==> src/design/stt_pkg.sv <==
// Shared types and codes for the sorted timer table.
package stt_pkg;

	typedef enum logic [1:0] {
		CMD_ADD    = 2'd0,
		CMD_DELETE = 2'd1,
		CMD_ADJUST = 2'd2,
		CMD_TICK   = 2'd3
	} cmd_t;

	typedef enum logic [1:0] {
		KIND_STATUS = 2'd0,
		KIND_FIRED  = 2'd1,
		KIND_EMPTY  = 2'd2
	} kind_t;

	localparam int unsigned SLOT_FIELD_BITS = 4;
	localparam int unsigned PERIOD_BITS     = 16;
	localparam int unsigned IN_TDATA_BITS   = 104;
	localparam int unsigned OUT_TDATA_BITS  = 8;

endpackage

==> src/design/sorted_timer_table_top.sv <==
// Top level of the sorted timer table: command decode, ordered list and sequencer.
//
// The block keeps SLOTS timer slots and a list of the armed slots sorted by
// expiry (ties in arming order). Commands arrive as words on the s_axis
// channel, with the command code on s_axis_tuser. Results leave as words on
// the m_axis channel, with the result kind on m_axis_tuser.
// Add, delete and adjust give one status word. A tick gives one word per
// fired slot, in list order, or a single "nothing fired" word. tlast marks
// the final word belonging to one command.
// All list work is done by one sequencer that walks the order list one entry
// per cycle with a single shared time comparator and a single saturating adder.
// An add searches the list for its place and shifts the tail up; a delete finds
// the slot and closes the gap; an adjust does a delete and then an add. A tick
// removes each fired slot as a delete does and re-inserts a re-armed one as an add does.
// The input is not ready while a command is being worked on. The result
// register holds its word while the receiver stalls, and the sequencer waits
// for it to drain before producing the next word, so a stall adds directly
// to the time of the command.
// Reset clears the armed flags and the list count; expiry, period and list
// storage need no clearing since only armed entries are ever read.
module sorted_timer_table_top #(
	parameter int unsigned SLOTS     = 16,
	parameter int unsigned TIME_BITS = 32
) (
	input  logic                                clk,
	input  logic                                arst_n,
	input  logic                                s_axis_tvalid,
	output logic                                s_axis_tready,
	// slot[3:0], expiry_time[35:4], period[51:36], delay[67:52],
	// now_time[99:68], zero fill [103:100]
	input  logic [stt_pkg::IN_TDATA_BITS-1:0]  s_axis_tdata,
	// cmd[1:0]
	input  stt_pkg::cmd_t                       s_axis_tuser,
	output logic                                m_axis_tvalid,
	input  logic                                m_axis_tready,
	// fired_slot[3:0], ok[4], rearmed[5], zero fill [7:6]
	output logic [stt_pkg::OUT_TDATA_BITS-1:0] m_axis_tdata,
	// kind[1:0]
	output stt_pkg::kind_t                      m_axis_tuser,
	output logic                                m_axis_tlast
);
	import stt_pkg::*;

	localparam int unsigned IW = (SLOTS > 1) ? $clog2(SLOTS) : 1;
	localparam int unsigned CW = $clog2(SLOTS + 1);
	localparam logic [TIME_BITS-1:0] TMAX = {TIME_BITS{1'b1}};

	typedef enum logic [3:0] {
		ST_IDLE, ST_DECODE, ST_RM_FIND, ST_RM_SHIFT, ST_INS_FIND, ST_INS_SHIFT,
		ST_TICK_HEAD, ST_TICK_CHK, ST_EMIT
	} state_t;

	state_t                 state_q;
	logic [TIME_BITS-1:0]   expiry_q [SLOTS];
	logic [PERIOD_BITS-1:0] period_q [SLOTS];
	logic [IW-1:0]          order_q  [SLOTS];
	logic [SLOTS-1:0]       active_q;
	logic [CW-1:0]          count_q;

	cmd_t                   cmd_q;
	logic [SLOT_FIELD_BITS-1:0] slot_in_q;
	logic [TIME_BITS-1:0]   exp_in_q;
	logic [PERIOD_BITS-1:0] per_in_q;
	logic [PERIOD_BITS-1:0] dly_q;
	logic [TIME_BITS-1:0]   now_q;
	logic [IW-1:0]          s_q;
	logic [CW-1:0]          idx_q;
	logic                   ok_q;
	logic                   fired_any_q;
	logic [SLOTS-1:0]       fired_q;
	logic                   rearm_q;
	logic [TIME_BITS-1:0]   key_q;

	logic [OUT_TDATA_BITS-1:0] out_data_q;
	kind_t                  out_kind_q;
	logic                   out_last_q;
	logic                   out_valid_q;
	kind_t                  res_kind_q;

	// Shared saturating adder and comparator.
	logic [PERIOD_BITS-1:0] add_b;
	logic [TIME_BITS:0]     add_sum;
	logic [TIME_BITS-1:0]   sat_sum;
	logic [IW-1:0]          ent;
	logic                   idx_in;
	logic                   key_le;
	logic                   head_due;
	logic                   slot_valid;

	// Outside decode the adder re-arms the list head, which is the slot about to fire.
	assign add_b   = (state_q == ST_DECODE) ? dly_q : period_q[ent];
	assign add_sum = {1'b0, now_q} + {{(TIME_BITS+1-PERIOD_BITS){1'b0}}, add_b};
	assign sat_sum = add_sum[TIME_BITS] ? TMAX : add_sum[TIME_BITS-1:0];
	assign idx_in  = idx_q < count_q;
	assign ent     = order_q[idx_q[IW-1:0]];
	assign key_le  = expiry_q[ent] <= ((state_q == ST_INS_FIND) ? key_q : now_q);
	// A slot already fired in this tick sits behind every slot still due.
	assign head_due = idx_in && key_le && !fired_q[ent];
	assign slot_valid = {{(32-SLOT_FIELD_BITS){1'b0}}, slot_in_q} < SLOTS;

	assign s_axis_tready = (state_q == ST_IDLE);
	assign m_axis_tvalid = out_valid_q;
	assign m_axis_tdata  = out_data_q;
	assign m_axis_tuser  = out_kind_q;
	assign m_axis_tlast  = out_last_q;

	always_ff @(posedge clk or negedge arst_n) begin
		if (!arst_n) begin
			state_q     <= ST_IDLE;
			active_q    <= '0;
			count_q     <= '0;
			out_valid_q <= 1'b0;
			fired_any_q <= 1'b0;
		end else begin
			if (out_valid_q && m_axis_tready) begin
				out_valid_q <= 1'b0;
			end
			case (state_q)
				ST_IDLE: begin
					if (s_axis_tvalid) begin
						cmd_q     <= s_axis_tuser;
						slot_in_q <= s_axis_tdata[3:0];
						exp_in_q  <= TIME_BITS'(s_axis_tdata[35:4]);
						per_in_q  <= s_axis_tdata[51:36];
						dly_q     <= s_axis_tdata[67:52];
						now_q     <= TIME_BITS'(s_axis_tdata[99:68]);
						s_q       <= IW'(s_axis_tdata[3:0]);
						fired_any_q <= 1'b0;
						fired_q   <= '0;
						state_q   <= ST_DECODE;
					end
				end
				ST_DECODE: begin
					idx_q <= '0;
					res_kind_q <= KIND_STATUS;
					rearm_q <= 1'b0;
					case (cmd_q)
						CMD_TICK: begin
							state_q <= ST_TICK_HEAD;
						end
						CMD_ADD: begin
							ok_q <= slot_valid && !active_q[s_q];
							if (slot_valid && !active_q[s_q]) begin
								expiry_q[s_q] <= exp_in_q;
								period_q[s_q] <= per_in_q;
								active_q[s_q] <= 1'b1;
								key_q   <= exp_in_q;
								state_q <= ST_INS_FIND;
							end else begin
								state_q <= ST_EMIT;
							end
						end
						default: begin
							ok_q <= slot_valid && active_q[s_q];
							key_q <= sat_sum;
							if (slot_valid && active_q[s_q]) begin
								state_q <= ST_RM_FIND;
							end else begin
								state_q <= ST_EMIT;
							end
						end
					endcase
				end
				ST_RM_FIND: begin
					if (ent == s_q) begin
						state_q <= ST_RM_SHIFT;
					end else begin
						idx_q <= idx_q + 1'b1;
					end
				end
				ST_RM_SHIFT: begin
					if (idx_q + 1'b1 < count_q) begin
						order_q[idx_q[IW-1:0]] <= order_q[IW'(idx_q + 1'b1)];
						idx_q <= idx_q + 1'b1;
					end else begin
						count_q <= count_q - 1'b1;
						idx_q   <= '0;
						if (cmd_q == CMD_DELETE) begin
							active_q[s_q] <= 1'b0;
							state_q <= ST_EMIT;
						end else if (cmd_q == CMD_TICK && !rearm_q) begin
							active_q[s_q] <= 1'b0;
							state_q <= ST_EMIT;
						end else begin
							expiry_q[s_q] <= key_q;
							state_q <= ST_INS_FIND;
						end
					end
				end
				ST_INS_FIND: begin
					if (idx_in && key_le) begin
						idx_q <= idx_q + 1'b1;
					end else begin
						key_q <= TIME_BITS'(idx_q);
						idx_q <= count_q;
						state_q <= ST_INS_SHIFT;
					end
				end
				ST_INS_SHIFT: begin
					// key_q holds the insert position here.
					if (idx_q > key_q[CW-1:0]) begin
						order_q[idx_q[IW-1:0]] <= order_q[IW'(idx_q - 1'b1)];
						idx_q <= idx_q - 1'b1;
					end else begin
						order_q[idx_q[IW-1:0]] <= s_q;
						count_q <= count_q + 1'b1;
						idx_q   <= '0;
						state_q <= ST_EMIT;
					end
				end
				ST_TICK_HEAD: begin
					idx_q <= '0;
					state_q <= ST_TICK_CHK;
				end
				ST_TICK_CHK: begin
					// The slots still due always lead the list, so the head decides.
					if (!out_valid_q) begin
						if (head_due) begin
							s_q          <= ent;
							rearm_q      <= period_q[ent] != '0;
							key_q        <= sat_sum;
							res_kind_q   <= KIND_FIRED;
							ok_q         <= 1'b1;
							fired_any_q  <= 1'b1;
							fired_q[ent] <= 1'b1;
							state_q      <= ST_RM_FIND;
						end else begin
							if (!fired_any_q) begin
								out_data_q  <= OUT_TDATA_BITS'({1'b0, 1'b1,
									{SLOT_FIELD_BITS{1'b0}}});
								out_kind_q  <= KIND_EMPTY;
								out_last_q  <= 1'b1;
								out_valid_q <= 1'b1;
							end
							state_q <= ST_IDLE;
						end
					end
				end
				ST_EMIT: begin
					if (!out_valid_q) begin
						out_valid_q <= 1'b1;
						out_data_q  <= OUT_TDATA_BITS'({rearm_q, ok_q,
							(res_kind_q == KIND_FIRED) ? SLOT_FIELD_BITS'(s_q) : slot_in_q});
						out_kind_q  <= res_kind_q;
						if (cmd_q == CMD_TICK) begin
							// Last only if the list head is not due as well; idx_q is zero here.
							out_last_q <= !head_due;
							state_q <= ST_TICK_HEAD;
						end else begin
							out_last_q <= 1'b1;
							state_q <= ST_IDLE;
						end
					end
				end
				default: state_q <= ST_IDLE;
			endcase
		end
	end

	property p_ready_only_idle;
		@(posedge clk) disable iff (!arst_n) s_axis_tready |-> (state_q == ST_IDLE);
	endproperty
	assert property (p_ready_only_idle) else $error("ready outside idle");

	property p_count_bound;
		@(posedge clk) disable iff (!arst_n) count_q <= CW'(SLOTS);
	endproperty
	assert property (p_count_bound) else $error("list count overflow");

	property p_count_matches;
		@(posedge clk) disable iff (!arst_n)
			(state_q == ST_IDLE) |-> ($countones(active_q) == count_q);
	endproperty
	assert property (p_count_matches) else $error("count differs from armed slots");

	property p_out_hold;
		@(posedge clk) disable iff (!arst_n)
			(m_axis_tvalid && !m_axis_tready) |=> (m_axis_tvalid &&
				$stable(m_axis_tdata) && $stable(m_axis_tuser) && $stable(m_axis_tlast));
	endproperty
	assert property (p_out_hold) else $error("result word changed while stalled");

endmodule

==> config.mk <==
export PLATFORM = sky130hd
export DESIGN_NAME = sorted_timer_table_top
export DESIGN_NICKNAME = d
export VERILOG_FILES = /design/src/design/stt_pkg.sv /design/src/design/sorted_timer_table_top.sv
export SDC_FILE = /design/constraint.sdc
export NUM_CORES = 1
export LEC_CHECK = 0
export ABC_AREA = 1
export BUFFER_PORTS_ARGS = -buffer_cell sky130_fd_sc_hd__buf_2
export CORE_UTILIZATION = 45
export CTS_CLUSTER_DIAMETER = 60
export DETAILED_ROUTE_END_ITERATION = 6
export GPL_ROUTABILITY_DRIVEN = 0
export PLACE_DENSITY_LB_ADDON = 0.05
export SLEW_MARGIN = 5
export SYNTH_ARGS = -nofsm -noshare
export SYNTH_HDL_FRONTEND = slang
export SYNTH_SLANG_ARGS = --single-unit
export TNS_END_PERCENT = 10
==> constraint.sdc <==
create_clock -name clk -period 5.9 [get_ports clk]
set_input_delay 0.295 -clock clk [delete_from_list [all_inputs] [get_ports clk]]
set_output_delay 0.295 -clock clk [all_outputs]
set_load 0.02 [all_outputs]
==> key figures <==
Outcome
  • Run status: finished, final reports clean

Worst setup path
  • Slowest cell on crit path: nor3_1
  • Critical Path End Type: flop
  • Slowest Stage Delay on Critical Path: roughly 0.6 ns
  • Crit path DAT: 6.04 ns
  • Critical path required time: ~6.4 ns
  • Setup crit start kind: flop
  • Most used cell, CP: nand2_1
  • Setup CP Type: flop to flop
  • CP delay by family, top: simple AND/OR/NAND/NOR gates
  • Critical path buffers and inverters: 8
  • Worst-path fanout max: 16

Clocking
  • Clock Sinks: just over 1,000
  • Worst skew pair latency: between 0.7 and 0.8 ns
  • CTS tree: built
  • CTS root buf: clkbuf_16
  • Clock Path Buffers: 3
  • H-Tree Depth: 3
  • Num CTS Buffers: approximately 120
  • Reg clk slew, reported paths: around 0.060 ns

Pwr
  • Clock network power share: 0.207
  • Sw Share: 0.4513
  • Cell Int Power: ~0.019 W
  • Static Leak: around 20 nW
  • Pwr dens: approximately 630 nW/µm²
  • Max rail drop VDD: around 0.43 mV
  • Reg power frac: 0.272
  • Switch Pwr: between 0.015 and 0.02 W
  • Logic pwr share: 0.521

Timing
  • Tmin final: 5.502 ns
  • Final period util: 0.9326
  • RSZ-0062 raised after global routing: false
  • Worst Max-Slew Pin Slew: 1.308 ns
  • Max_slew headroom: 0.1258
  • Setup TNS: 0 ns
  • Min Hold Slack: between 0.1 and 0.15 ns
  • Setup Skew: ~0.026 ns
  • Final setup vio count: 0
  • Fmax: ~180 MHz
  • Max-slew violations: 0
  • Hold Vio Cnt, Final: 0

Detailed routing
  • Average wire per standard cell: 24.14 µm
  • Final wirelength: 139.9 mm
  • Post-DRT Antenna Nets: 0
  • Residual DRC: 0
  • Vias per inst: between 5 and 6
  • First-pass DRT Iterations: 5
  • First DRT Iteration DRCs: around 3,400
  • Via count: 32,040

Floorplanning
  • Site Rows: roughly 120
  • Starting Density: 0.4553
  • Die W: approximately 320 µm
  • Die Area: 102,900 µm²
  • Core area: 100,400 µm²
  • I/O Pins: around 120
  • DIE HEIGHT: roughly 320 µm

GRT
  • Total track usage: 0.2688
  • Largest net degree at the start of global routing: roughly 110
  • Vias in the first global route: roughly 30,000
  • Initial antenna violation count: 3
  • Aggregate global routing overflow: 0
  • First-pass GRT wire length: between 200 and 250 mm

Synthesis
  • Post-Syn Instances: around 4,000
  • Mapped cell area: between 40,000 and 50,000 µm²
  • Asr flop ratio synth: 0.02611
  • Ranking of synthesized cells by area: edfxtp_1 (66%), nand2_1 (8.7%), o21ai_0 (2.7%)
  • Number of flops mapped to enable cells by yosys: 1,003
  • Syn_area_per_cell: around 11 µm²
  • #FFs+latches synth: between 1,000 and 1,500
  • Top cell type by total area after synthesis: edfxtp_1
  • Synth unique cells: 53
  • Top-area cell type share of the netlist area: 0.6587
  • Synth Warn #: 0
  • Sequential cell area fraction in the yosys report: 0.6752
  • Ys flop type: edfxtp_1

Hold path
  • Worst min path class: input pin to flop

Placed design
  • I/O Buffers: 116
  • DP HPWL: between 80 and 90 mm
  • Area after DPL: a little under 50,000 µm²

Cells and area
  • Area Overhead vs Synth: 17.37%
  • N_diodes: 0
  • Post-route cell area: around 54,000 µm²
  • Net count reported at finish: 4,528
  • Fraction of layout cells with a size suffix above 1: 0.1242

Job
  • Max-cap viol count: 0
==> path summary, 6_finish.rpt <==
path                                              end  slack, ns          start  cells after the start
min in group asynchronous                  count_q[2]       0.18         arst_n                      3
max reg2reg                                 key_q[14]       0.40           flop                     30
max                                         key_q[14]       0.40           flop                     30
max in group asynchronous  asynchronous set/reset pin       5.36         arst_n                      3
min reg2reg                               fired_any_q       0.49    fired_any_q                      2
min                                       fired_any_q       0.11  s_axis_tvalid                      5
==> power by group through the flow <==
| stage | Clock (W) | Combinational, W | Sequential (W) |
|---|---|---|---|
| after CTS | 0.00713 | 0.0174 | 0.00923 |
| after detailed placement | 0 | 0.0172 | 0.00937 |
| after global routing | 0.00740 | 0.0194 | 0.00927 |
| final | 0.00702 | 0.0177 | 0.00923 |
| after floorplan | 0 | 0.0109 | 0.00924 |
| after global placement | 0 | 0.0172 | 0.00938 |
==> Yosys cell counts (2+ instances only) <==
cell type,number
a21o_1,2
buf_2,89
nand4_1,32
o21ai_0,247
buf_1,5
xor2_1,22
o31ai_1,60
nor4_1,4
a31oi_1,3
o32ai_1,3
nor2_4,2
o221ai_1,28
a21oi_1,104
dfrtp_1,27
a22oi_1,139
fa_1,2
buf_4,23
a211oi_1,3
nor2_2,3
a32oi_1,2
nor3_1,118
o211ai_1,7
xnor2_1,5
o21ai_1,9
nand2_1,1057
o22ai_1,59
nand2_2,5
nand3_2,2
mux2i_1,24
ha_1,74
buf_6,13
nand3_1,157
or2_2,7
inv_2,10
o21bai_1,4
clkinv_1,6
edfxtp_1,1003
dfxtp_1,4
nor2_1,252
nand3b_1,64
a41oi_1,2
inv_1,254
clkbuf_1,76
==> cells by family (layout without fill, tap and decap cells) <==
group | after synthesis | count (layout) | synth area share
AO/OA/AOI/OAI | 678 | 678 | 0.09123
buffers and inverters | 476 | 890 | 0.04553
XOR/XNOR | 27 | 27 | 0.005171
AND/OR/NAND/NOR | 1706 | 1707 | 0.1564
adder cells (fa/ha/maj) | 76 | 76 | 0.02112
flip-flops | 1034 | 1034 | 0.6752
other | 1 | 2 | 0.00008201
multiplexers | 24 | 24 | 0.005254
==> metrics by stage <==
stage,total power (W),utilization,worst slack (ns),std cells
2_1_floorplan,0.02012,-,0.05409,4023
3_3_place_gp,0.02656,0.4862,0.1919,5471
3_5_place_dp,0.02661,0.4862,0.1337,5471
4_1_cts,0.03372,0.5334,0.1042,5788
5_1_grt,0.03604,0.5344,0.03242,5795
6_report,0.03395,0.5344,0.3977,5795
==> cells in the final DEF, fill, tap and decap left out, types with 35 or more instances in the layout <==
master         instances
nand2_1             1056
edfxtp_1            1003
inv_1                253
o21ai_0              244
nor2_1               214
buf_4                166
nand3_1              157
a22oi_1              139
clkbuf_16            119
nor3_1               117
buf_2                116
dlygate4sd3_1        104
a21oi_1               99
ha_1                  74
nand3b_1              64
o31ai_1               60
o22ai_1               58
clkinv_1              35
==> flip-flops by register name, indices dropped and copies added (netlist names), 2 cells and up, named ones only <==
register / count
slot_in_q: 4
state_q: 4
exp_in_q: 32
s_q: 4
per_in_q: 16
idx_q: 5
m_axis_tuser: 2
count_q: 5
period_q: 256
expiry_q: 512
key_q: 32
now_q: 32
m_axis_tdata: 6
cmd_q: 2
dly_q: 16
order_q: 64
fired_q: 16
==> final cells by class <==
cell class,count,area (µm²)
Fill cell,8757,46770
Sequential cell,1034,30870
Multi-Input combinational cell,2514,13110
Timing Repair Buffer,407,3279
Clock buffer,136,3042
Tap cell,1357,1698
Inverter,270,1020
Clock inverter,77,650.6
==> timing repair <==
action,in CTS,in global routing
setup buffers,0,6
hold buffers,104,0
resized for setup,0,16
hold endpoints to repair,134,0
setup endpoints to repair,0,71
==> tightest hold or removal path, cell delays in order <==
cell	delay, ns
buf_2	0.14
o21ai_0	0.10
inv_1	0.10
nand3_1	0.08
nand2_1	0.06
==> layer usage <==
metal | vias up | share of wire | global-route usage | wire length [µm]
li1 | 14960 | - | - | -
met1 | 15850 | 0.45 | 0.3950 | 63360
met2 | 1058 | 0.46 | 0.4197 | 64140
met3 | 171 | 0.065 | 0.03746 | 9116
met4 | 2 | 0.023 | 0.07048 | 3233
met5 | - | 0.000093 | 0 | 13
Note: power is estimated with default switching activity, not from simulation.
